### config.mk
export PLATFORM = sky130hd
export DESIGN_NAME = dedup_set_store_flat
export DESIGN_NICKNAME = d
export VERILOG_FILES = /design/src/sv/dss_pkg.sv /design/src/sv/dss_if.sv /design/src/sv/dss_dp.sv /design/src/sv/dss_ctrl.sv /design/src/sv/dedup_set_store.sv /design/src/flat_wrapper.sv
export SDC_FILE = /design/constraint.sdc
export NUM_CORES = 1
export LEC_CHECK = 0
export BUFFER_PORTS_ARGS = -buffer_cell sky130_fd_sc_hd__buf_2
export CAP_MARGIN = 20
export CELL_PAD_IN_SITES_DETAIL_PLACEMENT = 1
export CELL_PAD_IN_SITES_GLOBAL_PLACEMENT = 1
export CORE_ASPECT_RATIO = 0.6
export CORE_MARGIN = 2
export CORE_UTILIZATION = 50
export CTS_CLUSTER_DIAMETER = 200
export DETAILED_ROUTE_END_ITERATION = 6
export GPL_TIMING_DRIVEN = 0
export PLACE_DENSITY_LB_ADDON = 0.1
export SLEW_MARGIN = 20
export SYNTH_ARGS = -nofsm -noshare
export SYNTH_HDL_FRONTEND = slang
export SYNTH_SLANG_ARGS = --single-unit
### constraint.sdc
create_clock -name clk -period 11.3 [get_ports clk]
set_input_delay 0.565 -clock clk [delete_from_list [all_inputs] [get_ports clk]]
set_output_delay 0.565 -clock clk [all_outputs]
set_load 0.1 [all_outputs]
### src/sv/dss_pkg.sv
// Shared constants, command codes and control/status types for the
// deduplicating set store. No dependencies.
`timescale 1ns / 1ps

package dss_pkg;

  localparam int CAPACITY    = 16;
  localparam int VALUE_WIDTH = 32;
  localparam int ITEM_WIDTH  = 32;
  localparam int CMD_WIDTH   = 2;
  localparam int COUNT_WIDTH = 5;

  localparam logic [CMD_WIDTH-1:0] CMD_INSERT = 2'd0;
  localparam logic [CMD_WIDTH-1:0] CMD_REMOVE = 2'd1;
  localparam logic [CMD_WIDTH-1:0] CMD_QUERY  = 2'd2;

  typedef struct packed {
    logic load;
    logic scan;
    logic shift;
    logic commit;
  } dss_ctl_t;

  typedef struct packed {
    logic scan_done;
    logic hit_now;
    logic is_remove;
    logic shift_done;
  } dss_sts_t;

endpackage

### src/sv/dss_if.sv
// Valid/ready channel interfaces for the command and result items.
// Depends on dss_pkg for field widths.
`timescale 1ns / 1ps

interface dss_req_if;
  logic                            valid;
  logic                            ready;
  logic [dss_pkg::CMD_WIDTH-1:0]   cmd;
  logic signed [dss_pkg::ITEM_WIDTH-1:0] item;

  modport source (output valid, cmd, item, input ready);
  modport sink (input valid, cmd, item, output ready);
endinterface

interface dss_rsp_if;
  logic                            valid;
  logic                            ready;
  logic                            hit;
  logic                            changed;
  logic                            full_error;
  logic [dss_pkg::COUNT_WIDTH-1:0] count;

  modport source (output valid, hit, changed, full_error, count, input ready);
  modport sink (input valid, hit, changed, full_error, count, output ready);
endinterface

### src/sv/dss_dp.sv
// Datapath of the set store: entry memory, scan and shift counters, result register.
// Depends on dss_pkg for widths, command codes and control/status types.
`timescale 1ns / 1ps

module dss_dp #(
  parameter int CAPACITY    = dss_pkg::CAPACITY,
  parameter int VALUE_WIDTH = dss_pkg::VALUE_WIDTH
) (
  input  logic                                  clk,
  input  logic                                  rst,
  input  dss_pkg::dss_ctl_t                     ctl,
  output dss_pkg::dss_sts_t                     sts,
  input  logic [dss_pkg::CMD_WIDTH-1:0]         cmd,
  input  logic [dss_pkg::ITEM_WIDTH-1:0]        item,
  output logic                                  hit,
  output logic                                  changed,
  output logic                                  full_error,
  output logic [dss_pkg::COUNT_WIDTH-1:0]       count
);

  localparam int IDX_W = (CAPACITY > 1) ? $clog2(CAPACITY) : 1;
  localparam int CNT_W = $clog2(CAPACITY + 1);
  localparam logic [CNT_W-1:0] CAP_CNT = CNT_W'(CAPACITY);
  localparam logic [CNT_W-1:0] ONE_CNT = CNT_W'(1);

  logic [VALUE_WIDTH-1:0] mem [CAPACITY];

  logic [dss_pkg::CMD_WIDTH-1:0] op;
  logic [VALUE_WIDTH-1:0]        val;
  logic [VALUE_WIDTH-1:0]        rd_data;
  logic [CNT_W-1:0]              used;
  logic [CNT_W-1:0]              idx;
  logic [CNT_W-1:0]              rd_idx;
  logic                          rd_ok;
  logic                          found;

  logic [VALUE_WIDTH+dss_pkg::ITEM_WIDTH-1:0] item_ext;
  logic [CNT_W-1:0]              rd_idx_m1;
  logic [CNT_W-1:0]              used_next;
  logic [CNT_W+dss_pkg::COUNT_WIDTH-1:0] used_ext;
  logic                          hit_now;
  logic                          rd_go;
  logic                          wr_en;
  logic [IDX_W-1:0]              wr_addr;
  logic [VALUE_WIDTH-1:0]        wr_data;
  logic                          ins_ok;
  logic                          ins_full;
  logic                          rem_ok;

  assign item_ext  = {{VALUE_WIDTH{1'b0}}, item};
  assign rd_idx_m1 = rd_idx - ONE_CNT;
  assign hit_now   = rd_ok && (rd_data == val);
  assign rd_go     = ((ctl.scan && !hit_now) || ctl.shift) && (idx < used);

  assign ins_ok   = (op == dss_pkg::CMD_INSERT) && !found && (used < CAP_CNT);
  assign ins_full = (op == dss_pkg::CMD_INSERT) && !found && (used >= CAP_CNT);
  assign rem_ok   = (op == dss_pkg::CMD_REMOVE) && found;

  always_comb begin
    used_next = used;
    if (ins_ok) begin
      used_next = used + ONE_CNT;
    end else if (rem_ok) begin
      used_next = used - ONE_CNT;
    end
  end

  assign used_ext = {{dss_pkg::COUNT_WIDTH{1'b0}}, used_next};

  always_comb begin
    wr_en   = 1'b0;
    wr_addr = idx[IDX_W-1:0];
    wr_data = rd_data;
    if (ctl.shift && rd_ok) begin
      wr_en   = 1'b1;
      wr_addr = rd_idx_m1[IDX_W-1:0];
    end else if (ctl.commit && ins_ok) begin
      wr_en   = 1'b1;
      wr_addr = used[IDX_W-1:0];
      wr_data = val;
    end
  end

  assign sts.scan_done  = hit_now || (!rd_ok && (idx >= used));
  assign sts.hit_now    = hit_now;
  assign sts.is_remove  = (op == dss_pkg::CMD_REMOVE);
  assign sts.shift_done = !rd_ok && (idx >= used);

  always_ff @(posedge clk) begin
    if (wr_en) begin
      mem[wr_addr] <= wr_data;
    end
    if (rd_go) begin
      rd_data <= mem[idx[IDX_W-1:0]];
    end
  end

  always_ff @(posedge clk) begin
    if (rst) begin
      used  <= '0;
      rd_ok <= 1'b0;
      found <= 1'b0;
    end else begin
      if (ctl.load) begin
        rd_ok <= 1'b0;
        found <= 1'b0;
      end else if (ctl.scan && hit_now) begin
        rd_ok <= 1'b0;
        found <= 1'b1;
      end else if (ctl.scan || ctl.shift) begin
        rd_ok <= rd_go;
      end
      if (ctl.commit) begin
        used <= used_next;
      end
    end
  end

  always_ff @(posedge clk) begin
    if (ctl.load) begin
      op  <= cmd;
      val <= item_ext[VALUE_WIDTH-1:0];
      idx <= '0;
    end else if (ctl.scan && hit_now) begin
      idx <= rd_idx + ONE_CNT;
    end else if (rd_go) begin
      idx <= idx + ONE_CNT;
    end
    if (rd_go) begin
      rd_idx <= idx;
    end
    if (ctl.commit) begin
      hit        <= found;
      changed    <= ins_ok || rem_ok;
      full_error <= ins_full;
      count      <= used_ext[dss_pkg::COUNT_WIDTH-1:0];
    end
  end

endmodule

### src/sv/dss_ctrl.sv
// Controller state machine of the set store: sequences load, scan, shift and commit.
// Depends on dss_pkg for the control and status types.
`timescale 1ns / 1ps

module dss_ctrl (
  input  logic              clk,
  input  logic              rst,
  input  logic              in_valid,
  output logic              in_ready,
  output logic              out_valid,
  input  logic              out_ready,
  output dss_pkg::dss_ctl_t ctl,
  input  dss_pkg::dss_sts_t sts
);

  typedef enum logic [1:0] {
    IDLE,
    SCAN,
    SHIFT,
    FINISH
  } state_t;

  state_t state;

  assign in_ready = (state == IDLE);

  always_comb begin
    ctl = '0;
    unique case (state)
      IDLE:   ctl.load   = in_valid;
      SCAN:   ctl.scan   = 1'b1;
      SHIFT:  ctl.shift  = 1'b1;
      FINISH: ctl.commit = !out_valid || out_ready;
      default: ctl = '0;
    endcase
  end

  always_ff @(posedge clk) begin
    if (rst) begin
      state     <= IDLE;
      out_valid <= 1'b0;
    end else begin
      if (ctl.commit) begin
        out_valid <= 1'b1;
      end else if (out_ready) begin
        out_valid <= 1'b0;
      end
      unique case (state)
        IDLE: begin
          if (in_valid) begin
            state <= SCAN;
          end
        end
        SCAN: begin
          if (sts.scan_done) begin
            state <= (sts.hit_now && sts.is_remove) ? SHIFT : FINISH;
          end
        end
        SHIFT: begin
          if (sts.shift_done) begin
            state <= FINISH;
          end
        end
        FINISH: begin
          if (ctl.commit) begin
            state <= IDLE;
          end
        end
        default: state <= IDLE;
      endcase
    end
  end

endmodule

### src/sv/dedup_set_store.sv
// Top level of the deduplicating set store.
// Depends on dss_pkg, dss_if, dss_ctrl and dss_dp.
//
// Commands arrive on req (cmd, item) and one result per command leaves on rsp
// (hit, changed, full_error, count). Both channels move an item when valid and
// ready are high at a rising clock edge.
// A command is taken only while the block is idle. It then scans the stored
// entries one per cycle from the entry memory, whose single read port sets the
// pace. A scan ends at the first hit or after the last stored entry. A remove
// of a present value then moves the later entries down by one position, and
// the result register is written last.
// The result register lets the next command be taken and scanned while a
// result still waits; a stalled receiver holds the block only when the next
// result is ready to be written.
// Synchronous reset empties the store and drops any pending result. The entry
// memory is not cleared, since only entries below the count are ever read.
`timescale 1ns / 1ps

module dedup_set_store #(
  parameter int CAPACITY    = dss_pkg::CAPACITY,
  parameter int VALUE_WIDTH = dss_pkg::VALUE_WIDTH
) (
  input  logic     clk,
  input  logic     rst,
  dss_req_if.sink  req,
  dss_rsp_if.source rsp
);

  dss_pkg::dss_ctl_t ctl;
  dss_pkg::dss_sts_t sts;

  dss_ctrl u_ctrl (
    .clk       (clk),
    .rst       (rst),
    .in_valid  (req.valid),
    .in_ready  (req.ready),
    .out_valid (rsp.valid),
    .out_ready (rsp.ready),
    .ctl       (ctl),
    .sts       (sts)
  );

  dss_dp #(
    .CAPACITY    (CAPACITY),
    .VALUE_WIDTH (VALUE_WIDTH)
  ) u_dp (
    .clk        (clk),
    .rst        (rst),
    .ctl        (ctl),
    .sts        (sts),
    .cmd        (req.cmd),
    .item       (req.item),
    .hit        (rsp.hit),
    .changed    (rsp.changed),
    .full_error (rsp.full_error),
    .count      (rsp.count)
  );

endmodule
### src/flat_wrapper.sv
// flat-port wrapper written by rule: the top's interface ports become plain ports
module dedup_set_store_flat 
#(
  parameter int CAPACITY    = dss_pkg::CAPACITY,
  parameter int VALUE_WIDTH = dss_pkg::VALUE_WIDTH
)
  (clk, rst, req_valid, req_cmd, req_item, req_ready, rsp_valid, rsp_hit, rsp_changed, rsp_full_error, rsp_count, rsp_ready);
  dss_req_if req_i ();
  dss_rsp_if rsp_i ();
  input  logic clk;
  input  logic rst;
  input wire logic [$bits(req_i.valid)-1:0] req_valid;
  input wire logic [$bits(req_i.cmd)-1:0] req_cmd;
  input wire logic [$bits(req_i.item)-1:0] req_item;
  output wire logic [$bits(req_i.ready)-1:0] req_ready;
  output wire logic [$bits(rsp_i.valid)-1:0] rsp_valid;
  output wire logic [$bits(rsp_i.hit)-1:0] rsp_hit;
  output wire logic [$bits(rsp_i.changed)-1:0] rsp_changed;
  output wire logic [$bits(rsp_i.full_error)-1:0] rsp_full_error;
  output wire logic [$bits(rsp_i.count)-1:0] rsp_count;
  input wire logic [$bits(rsp_i.ready)-1:0] rsp_ready;
  assign req_i.valid = req_valid;
  assign req_i.cmd = req_cmd;
  assign req_i.item = req_item;
  assign req_ready = req_i.ready;
  assign rsp_valid = rsp_i.valid;
  assign rsp_hit = rsp_i.hit;
  assign rsp_changed = rsp_i.changed;
  assign rsp_full_error = rsp_i.full_error;
  assign rsp_count = rsp_i.count;
  assign rsp_i.ready = rsp_ready;
  dedup_set_store #(.CAPACITY(CAPACITY), .VALUE_WIDTH(VALUE_WIDTH)) u_core (.clk(clk), .rst(rst), .req(req_i), .rsp(rsp_i));
endmodule
==> results of run 1 <==
## cells in the final DEF, fill, tap and decap left out, types with 4 or more instances in the layout
cell type and instances:
clkbuf_1 34, nand2_1 17, buf_2 59, inv_1 14
nor2_1 14, mux4_2 160, dfxtp_1 15, edfxtp_1 591
mux2i_1 8, o21ai_0 11, nor4_1 9, nor2_4 16
a21oi_1 9, buf_16 25, nand2b_1 4, buf_1 5
nor3_1 7, ha_1 13, nand4_1 5, xor2_1 35
clkinvlp_4 4, xnor2_1 11, mux2_2 32, clkinv_2 12
clkinv_1 12, buf_12 8, nand3_1 6, clkbuf_16 55
## power breakdown
part           total [mW]  leakage (nW)  switching (mW)  internal [mW]
logic               0.643          2.15           0.389          0.254
registers            2.60          5.45          0.0404           2.56
clock network        1.79         0.824           0.821          0.970
total                5.04          8.43            1.25           3.79
## sequential cells by signal, summed over array words and instances, names as in the netlist, 5 cells and up
register	cells
u_core.u_dp.mem	512
u_core.u_dp.rd_idx	5
u_core.u_dp.rd_data	32
u_core.u_dp.idx	5
u_core.u_dp.count	5
u_core.u_dp.val	32
u_core.u_dp.used	5
## path summary, 6_finish.rpt
check	from	endpoint	slack, ps	cells past startpoint
min	req_item[27]	u_core.u_dp.val[27]	140	1
max	u_core.u_dp.idx[1]	u_core.u_dp.mem[7][30]	6870	9
max reg2reg	u_core.u_dp.idx[1]	u_core.u_dp.mem[7][30]	6870	9
min reg2reg	u_core.u_dp.idx[0]	u_core.u_dp.rd_idx[0]	440	0
## cells by family (layout without fill, tap and decap cells)
kind of cell | Yosys count | after routing | share of synthesized area, %
and+or+nand+nor | 93 | 93 | 2.008
adders and majority gates | 13 | 13 | 0.6888
AOI/OAI and AO/OA | 38 | 38 | 1.023
muxes | 200 | 200 | 17.12
DFF | 606 | 606 | 76.42
xor gates and xnor gates | 46 | 46 | 1.706
buffers and inverters | 59 | 240 | 1.033
## cell type report
| cell class | instances | area share, % |
|---|---|---|
| clock inverters | 34 | 0.9613 |
| repair buffers | 81 | 4.042 |
| flip-flops and latches | 606 | 66.03 |
| inverters | 15 | 0.2152 |
| clock buffers | 66 | 5.223 |
| well taps | 630 | 2.884 |
| multi-input cells | 390 | 19.95 |
| plain buffers | 44 | 0.6958 |
## layer usage
| layer | GRT usage, % | vias to the layer above | share of wire [%] |
|---|---|---|---|
| li1 | - | 4693 | - |
| met1 | 37.31 | 6241 | 45 |
| met2 | 39.01 | 469 | 46 |
| met3 | 5.000 | 78 | 7.6 |
| met4 | 5.103 | 0 | 1.7 |
| met5 | 0 | - | 0 |
## worst max-delay path: stages, from the launching register on
cell and delay [ps]:
dfxtp_1 400, clkbuf_1 320, clkbuf_1 640, clkbuf_1 810
mux2i_1 170, mux2i_1 330, nand2_1 320, nor2_4 680
buf_16 240, buf_8 180
## per-stage QoR
stage	cells	instance area [µm²]	hold slack [ps]	setup slack, ps
2_1_floorplan	1055	23620	406.4	7172
3_3_place_gp	1731	24630	413.7	4615
3_5_place_dp	1766	25640	427.5	6930
4_1_cts	1866	27330	112.5	6918
5_1_grt	1866	27330	117.2	6761
6_report	1866	27330	142.0	6873
==> impl_metrics.toml, run 1 <==
[sta]
fin_crit_sh_pct = 39.18
fin_skew_ps = 19.22
setup_tns_ps = 0
finalMaxSlewViolations = 0
finalHoldViolations = 0
fin_crit_ps = 4427
worst_pin_slew_ps = 1112
max_slew_margin_pct = 25.88
rsz0062_at_grt = "false"
timing.fmax_mhz = 225.9
finalSetupViolations = 0

[yosys]
synth_enable_flop_cells = 591
syn_area_um2 = 23620
ys_seq_area_share_pct = 76.42
yosys.cell_count.top_type = "edfxtp_1"
avgSynthCellArea_um2 = 22.39
ys_warn_count = 0
syn_inst = 1055
synth_cell_types = 44
yosysTopAreaCell = "edfxtp_1"
synth_common_cells = "591 x edfxtp_1, 160 x mux4_2, 35 x xor2_1, 32 x mux2_2, 30 x nor2_1"
synth-seq-cells = 606
synthArstFlopShare_pct = 0
synth_ff_type = "edfxtp_1"
synthDominantCellAreaShare_pct = 75.15
syn-num-nets = 1106
synthTopCellsByArea = "edfxtp_1 75%, mux4_2 15%, mux2_2 1.5%"

[floorplanning]
io_pins = 48
dieWidth_um = 284.6
coreArea_um2 = 46480
std_cell_rows = 61
die_y_um = 172.3
dieArea_um2 = 49050
initial_core_util_pct = 50.81

[hold_path]
hold_path_class = "in -> reg"

[route]
drt-initial-drc-count = 1257
firstDrtPassIters = 5
wl_per_cell_um = 31.95
drc = 0
vias = 11480
drt_wl_total_um = 59620
vias_per_cell = 6.153
ant_nets = 0

[clock_network]
cts_tree = "yes"
clock_sinks = 606
clkTransAtPathRegs_ps = 70
cts-resized-gates = 0
holdBufCountCts = 0
clk_path_buf_depth = 3
cts_buffers = 54
post_cts_buffers = 0
cts_root_buf = "clkbuf_16"
cts-htree-levels = 2
clk_latency_ps = 600

[cells_and_area]
finish.utilization_pct = 58.80
drive_gt1_share_pct = 31.63
nets = 1243
num-fill-cells = 3811
seqCellArea_um2 = 18050
antenna_cells = 0
multi_input_area_um2 = 5453
area_delta_synth_final_pct = 15.74

[pwr]
peakVddDrop_mv = 0.1212
p_leak_nw = 8.431
power_mw = 5.038
power_density_nw_per_um2 = 184.3

[critical_path]
critPathArrivalTime_ps = 4730
crit_fanout = 14
criticalPathCategory = "reg -> reg"
required_ps = 11600
cp-start-kind = "flip-flop"
end_kind = "flip-flop"

[global_route]
grt_max_degree = 40
gr-usage-all-layers_pct = 25.02
grt_pass1_wl_um = 85550
grt_pass1_vias = 11780
grt-ovfl-total = 0
antenna_found_initial = 0

[run_status]
status = "finished clean"

[job]
cap_violations = 0

[placement]
dp_hpwl_um = 38540
gp_congestion = 0.7745
port_buffers = 46
No activity file was read; power rests on OpenSTA's default activity.
==> inputs of run 2 (changes only) <==
--- a/config.mk
+++ b/config.mk
@@ -5,6 +5,7 @@
 export SDC_FILE = /design/constraint.sdc
 export NUM_CORES = 1
 export LEC_CHECK = 0
+export ABC_AREA = 1
 export BUFFER_PORTS_ARGS = -buffer_cell sky130_fd_sc_hd__buf_2
 export CAP_MARGIN = 20
 export CELL_PAD_IN_SITES_DETAIL_PLACEMENT = 1
==> constraint.sdc (replaced) <==
create_clock -name clk -period 4.2 [get_ports clk]
set_input_delay 0.21 -clock clk [delete_from_list [all_inputs] [get_ports clk]]
set_output_delay 0.21 -clock clk [all_outputs]
set_load 0.1 [all_outputs]
==> impl_metrics.toml, run 2 <==
[run_status]
status = "finished clean"

[yosys]
synth_cell_types = 37
syn_inst = 1821
yosys.cell_count.top_type = "edfxtp_1"
syn_area_um2 = 24640
synth_ff_type = "edfxtp_1"
synth_common_cells = "591 x edfxtp_1, 248 x nor2_1, 208 x nand2_1, 160 x o21ai_0, 97 x o221ai_1"
synthArstFlopShare_pct = 0
synthDominantCellAreaShare_pct = 72.01
ys_warn_count = 0
synth-seq-cells = 606
avgSynthCellArea_um2 = 13.53
synthTopCellsByArea = "edfxtp_1 72%, mux2i_1 3.9%, nor2_1 3.8%"
yosysTopAreaCell = "edfxtp_1"
syn-num-nets = 1872
ys_seq_area_share_pct = 73.23
synth_enable_flop_cells = 591

[clock_network]
cts_root_buf = "clkbuf_16"
clk_path_buf_depth = 3
cts_tree = "yes"
clock_sinks = 606
clkTransAtPathRegs_ps = 70
cts-htree-levels = 2
cts_buffers = 55
clk_latency_ps = 610

[cells_and_area]
reg.largest.list = "u_core.u_dp.mem: 512 flops, u_core.u_dp.rd_data: 32 flops, u_core.u_dp.val: 32 flops"
final_cell_mix = "591 x edfxtp_1, 232 x nor2_1, 208 x nand2_1"
area_delta_synth_final_pct = 16.25
nets = 2057
regMostFlops = "u_core.u_dp.mem"
drive_gt1_share_pct = 11.05
antenna_cells = 0
largest_reg_flops = 512
final_area_um2 = 28650
final_common_cell = "edfxtp_1"

[hold_path]
hold_path_class = "in -> reg"
min_path_cells = 4
hold_path_end = "u_core.u_dp.rd_ok"
hp-start = "req_valid"

[global_route]
grt-ovfl-total = 0
grt_pass1_vias = 17620
gr-usage-all-layers_pct = 33.99
grt_pass1_wl_um = 123700
antenna_found_initial = 2
grt_max_degree = 38

[pwr]
power_density_nw_per_um2 = 579.7
peakVddDrop_mv = 0.3831
p_leak_nw = 9.527
power.switching_mw = 5.489
swShare_pct = 33.05
combPwrFrac_pct = 23.9
power.clock.fraction_pct = 28.9
sequentialPowerShare_pct = 47.2
p_int_mw = 11.12

[route]
ant_nets = 0
drc = 0
vias = 17200
vias_per_cell = 6.405
wl_per_cell_um = 32.14
drt_wl_total_um = 86300
drt-initial-drc-count = 2316
firstDrtPassIters = 5

[critical_path]
r2r_start = "u_core.u_ctrl.state[0]"
crit_fanout = 17
cp-start-kind = "flip-flop"
worstReg2RegEnd = "u_core.u_dp.mem[4][17]"
required_ps = 4500
ff2ff_path_depth = 10
crit_slowest_cell = "nor2_4"
critPathArrivalTime_ps = 4170
end_kind = "flip-flop"
cp.depth = 10
slowest_delay_ps = 800
critPathTopFamily = "simple AND/OR/NAND/NOR gates"
r2r_slack_ps = 320
criticalPathCategory = "reg -> reg"
path_cells = "ha_1 -> nand2_1 -> inv_1 -> nand2_1 -> nor2_4 -> inv_2 -> o221ai_1 -> nand3_1 -> nor2_4 -> buf_12"
crit_buf_inv = 3

[floorplanning]
std_cell_rows = 62
io_pins = 48
dieArea_um2 = 51140
die_y_um = 176.0
dieWidth_um = 290.6
initial_core_util_pct = 51.07
coreArea_um2 = 48250

[placement]
placed_cell_area_um2 = 26650
gp_congestion = 0.8434
dp_hpwl_um = 57310
port_buffers = 46

[sta]
fin_crit_sh_pct = 92.29
fin_crit_ps = 3876
worst_pin_slew_ps = 1270
finalMaxSlewViolations = 0
max_slew_margin_pct = 15.31
fin_skew_ps = 25.68
setup_tns_ps = 0
finalHoldViolations = 0
timing.fmax_mhz = 258.0
finalSetupViolations = 0
rsz0062_at_grt = "false"
hold_ws_ps = 59.46

[job]
cap_violations = 0
run 2: cell count changes after synthesis, moves of 32 or more:
cell	delta
mux2_2	-32
o21ai_0	+147
o221ai_1	+97
clkbuf_1	+51
o32ai_1	+33
xor2_1	-32
nor2_1	+218
inv_1	+74
mux2i_1	+87
mux4_2	-160
nand2_1	+191
nand3_1	+49
o211ai_1	+35
run 2: timing repair:
item,CTS,global route
endpoints found under the setup margin,0,0
endpoints found under the hold margin,35,0
setup buffers,0,0
hold buffers,35,0
gates resized for setup,0,0
run 2: logic make-up after synthesis:
kind of cell / share of synthesized area (%)
adder cells (fa/ha/maj): 0.6600
AO/OA/AOI/OAI: 9.606
flip-flops: 73.23
buffers and inverters: 3.183
AND/OR/NAND/NOR: 9.032
multiplexers: 3.859
XOR/XNOR: 0.4265
run 2: worst min-delay path, delay by kind of cell:
kind	cells	cell delay (ps)
AO/OA/AOI/OAI	1	50
buffers and inverters	1	90
AND/OR/NAND/NOR	2	270
run 2: power groups by stage:
stage               sequential (mW)  combinational, mW  clock [mW]
finish                         7.84               3.96        4.81
global route                   7.86               4.23        5.05
CTS                            7.83               3.85        4.82
detailed placement             7.96               3.79           0
global placement               7.98               3.45           0
floorplan                      7.95               2.10           0
run 2: worst max path at each step:
stage                                       start                      to  slack [ps]
after floorplan           u_core.u_ctrl.out_valid   u_core.u_dp.mem[5][0]         290
after global placement     u_core.u_ctrl.state[0]  u_core.u_dp.mem[8][16]       -2050
after detailed placement   u_core.u_ctrl.state[0]  u_core.u_dp.mem[7][13]         390
after CTS                  u_core.u_ctrl.state[0]  u_core.u_dp.mem[4][17]         330
after global routing       u_core.u_ctrl.state[0]  u_core.u_dp.mem[4][18]          90
final                      u_core.u_ctrl.state[0]  u_core.u_dp.mem[4][17]         320
run 2: per-layer routing:
metal,track usage (%),up-vias,wire length [µm]
met3,8.610,171,10780
met2,50.42,1091,37350
met4,10.49,0,2610
met1,49.68,8769,35560
li1,-,7167,-
met5,0,-,0
run 2: stage by stage:
stage | power, mW | setup slack, ps | cells | util [%]
floorplan | 10.04 | 288.3 | 1821 | -
global route | 17.13 | 93.83 | 2685 | 59.37
global placement | 11.44 | -2055 | 2507 | 53.21
detailed placement | 11.75 | 393.4 | 2552 | 55.24
finish | 16.61 | 323.7 | 2685 | 59.37
CTS | 16.50 | 332.4 | 2683 | 59.33
run 2: layout make-up:
cell class                 instances  area [µm²]
fill                            4673       19600
sequential                       606       18050
multi-input combinational       1016        5936
clock buffer                      75        1461
timing repair buffer             128        1446
tap                              640       800.8
buffer                           104       432.9
inverter                          95       359.1
clock inverter                    21       165.2
==> inputs of run 3 (changes only) <==
--- a/config.mk
+++ b/config.mk
@@ -6,7 +6,6 @@
 export NUM_CORES = 1
 export LEC_CHECK = 0
 export ABC_AREA = 1
-export BUFFER_PORTS_ARGS = -buffer_cell sky130_fd_sc_hd__buf_2
 export CAP_MARGIN = 20
 export CELL_PAD_IN_SITES_DETAIL_PLACEMENT = 1
 export CELL_PAD_IN_SITES_GLOBAL_PLACEMENT = 1
@@ -15,8 +14,10 @@
 export CORE_UTILIZATION = 50
 export CTS_CLUSTER_DIAMETER = 200
 export DETAILED_ROUTE_END_ITERATION = 6
+export DONT_BUFFER_PORTS = 1
 export GPL_TIMING_DRIVEN = 0
 export PLACE_DENSITY_LB_ADDON = 0.1
+export SKIP_CTS_REPAIR_TIMING = 1
 export SLEW_MARGIN = 20
 export SYNTH_ARGS = -nofsm -noshare
 export SYNTH_HDL_FRONTEND = slang
==> impl_metrics.toml, run 3 (synthesis results as in run 2) <==
[run_status]
status = "finished clean"

[hold_path]
hold_path_class = "in -> reg"

[clock_network]
cts_tree = "yes"
clk_path_buf_depth = 3
cts_root_buf = "clkbuf_16"
clock_sinks = 606
clkTransAtPathRegs_ps = 60
clk_latency_ps = 610
cts_buffers = 55
cts-htree-levels = 2

[global_route]
gr-usage-all-layers_pct = 34.13
grt-ovfl-total = 0
antenna_found_initial = 0
grt_pass1_vias = 17300
grt_pass1_wl_um = 123000
grt_max_degree = 38

[critical_path]
crit_fanout = 17
crit_top_cell = "nand2_1"
path_cells = "nand2_1 -> nand2_1 -> inv_1 -> nand2_1 -> nor2_4 -> inv_2 -> o21ai_0 -> a21oi_1 -> nand3_1 -> nor2_4 -> buf_12"
slowest_delay_ps = 760
critPathArrivalTime_ps = 4370
end_kind = "flip-flop"
criticalPathCategory = "reg -> reg"
required_ps = 4500
crit_slowest_cell = "nor2_4"
r2r_slack_ps = 130
cp-start-kind = "flip-flop"

[placement]
gp_congestion = 0.8452
port_buffers = 0
dp_hpwl_um = 56700

[cells_and_area]
drive_gt1_share_pct = 9.960
antenna_cells = 0
final_common_cell = "edfxtp_1"
regMostFlops = "u_core.u_dp.mem"
area_delta_synth_final_pct = 15.94
largest_reg_flops = 512
finish.utilization_pct = 59.21
final_cell_mix = "591 x edfxtp_1, 232 x nor2_1, 208 x nand2_1"
nets = 2014
reg.largest.list = "u_core.u_dp.mem: 512 flops, u_core.u_dp.rd_data: 32 flops, u_core.u_dp.val: 32 flops"

[floorplanning]
initial_core_util_pct = 51.07
io_pins = 48
dieArea_um2 = 51140
dieWidth_um = 290.6
die_y_um = 176.0
coreArea_um2 = 48250
std_cell_rows = 62

[route]
wl_per_cell_um = 33.21
vias_per_cell = 6.481
ant_nets = 0
drt_wl_total_um = 87940
vias = 17160
firstDrtPassIters = 5
drt-initial-drc-count = 2462
drc = 0

[pwr]
peakVddDrop_mv = 0.4039
power_density_nw_per_um2 = 591.6
p_leak_nw = 9.429

[sta]
worst_pin_slew_ps = 1226
max_slew_margin_pct = 18.27
fin_crit_ps = 4070
timing.fmax_mhz = 245.7
fin_crit_sh_pct = 96.91
finalMaxSlewViolations = 0
finalHoldViolations = 0
setup_tns_ps = 0
fin_skew_ps = 15.17
finalSetupViolations = 0

[job]
cap_violations = 0
-- run 3: worst paths after layout --
check	startpoint	endpoint	cells past startpoint
worst min register to register	u_core.u_dp.idx[2]	u_core.u_dp.rd_idx[2]	0
worst max register to register	u_core.u_ctrl.out_valid	u_core.u_dp.mem[6][13]	11
worst min-delay path	rst	u_core.u_ctrl.state[0]	2
worst max-delay path	u_core.u_ctrl.out_valid	u_core.u_dp.mem[6][13]	11
-- run 3: per-layer routing --
| metal | up-vias | share of wire [%] | global-route usage (%) |
|---|---|---|---|
| li1 | 7100 | - | - |
| met1 | 8687 | 40 | 47.76 |
| met2 | 1166 | 43 | 51.00 |
| met3 | 210 | 13 | 10.59 |
| met4 | 0 | 3.6 | 11.70 |
| met5 | - | 0 | 0 |
-- run 3: where the power goes --
group          total, mW  internal (mW)  switching (mW)
registers           7.90           7.62           0.275
clock network       5.08           2.74            2.34
logic               3.93          0.921            3.00
-- run 3: area by class of cell --
class                           count  area (µm²)
Tap cell                          640       800.8
Sequential cell                   606       18050
Buffer                            104       436.7
Timing Repair Buffer               85        1221
Clock inverter                     38       299.0
Fill cell                        4622       19680
Inverter                           95       359.1
Multi-Input combinational cell   1016        5943
Clock buffer                       64        1463
-- run 3: stage by stage --
step | worst slack (ps) | power [mW] | std cells | area [µm²] | hold WS [ps]
6_report | 129.7 | 16.90 | 2648 | 28570 | 91.44
5_1_grt | -21.74 | 17.39 | 2648 | 28570 | 121.6
4_1_cts | -127.3 | 16.75 | 2607 | 28130 | -327.5
3_5_place_dp | -102.9 | 11.75 | 2505 | 26370 | 308.9
3_3_place_gp | -2449 | 11.44 | 2461 | 25440 | 308.9
2_1_floorplan | 288.3 | 10.04 | 1821 | 24640 | 308.9
-- run 3: critical path, delay by kind of cell (launching register included) --
kind,cells,cell delay [ps]
AO/OA/AOI/OAI,2,430
buffers and inverters,3,800
flip-flops,1,670
AND/OR/NAND/NOR,6,1810
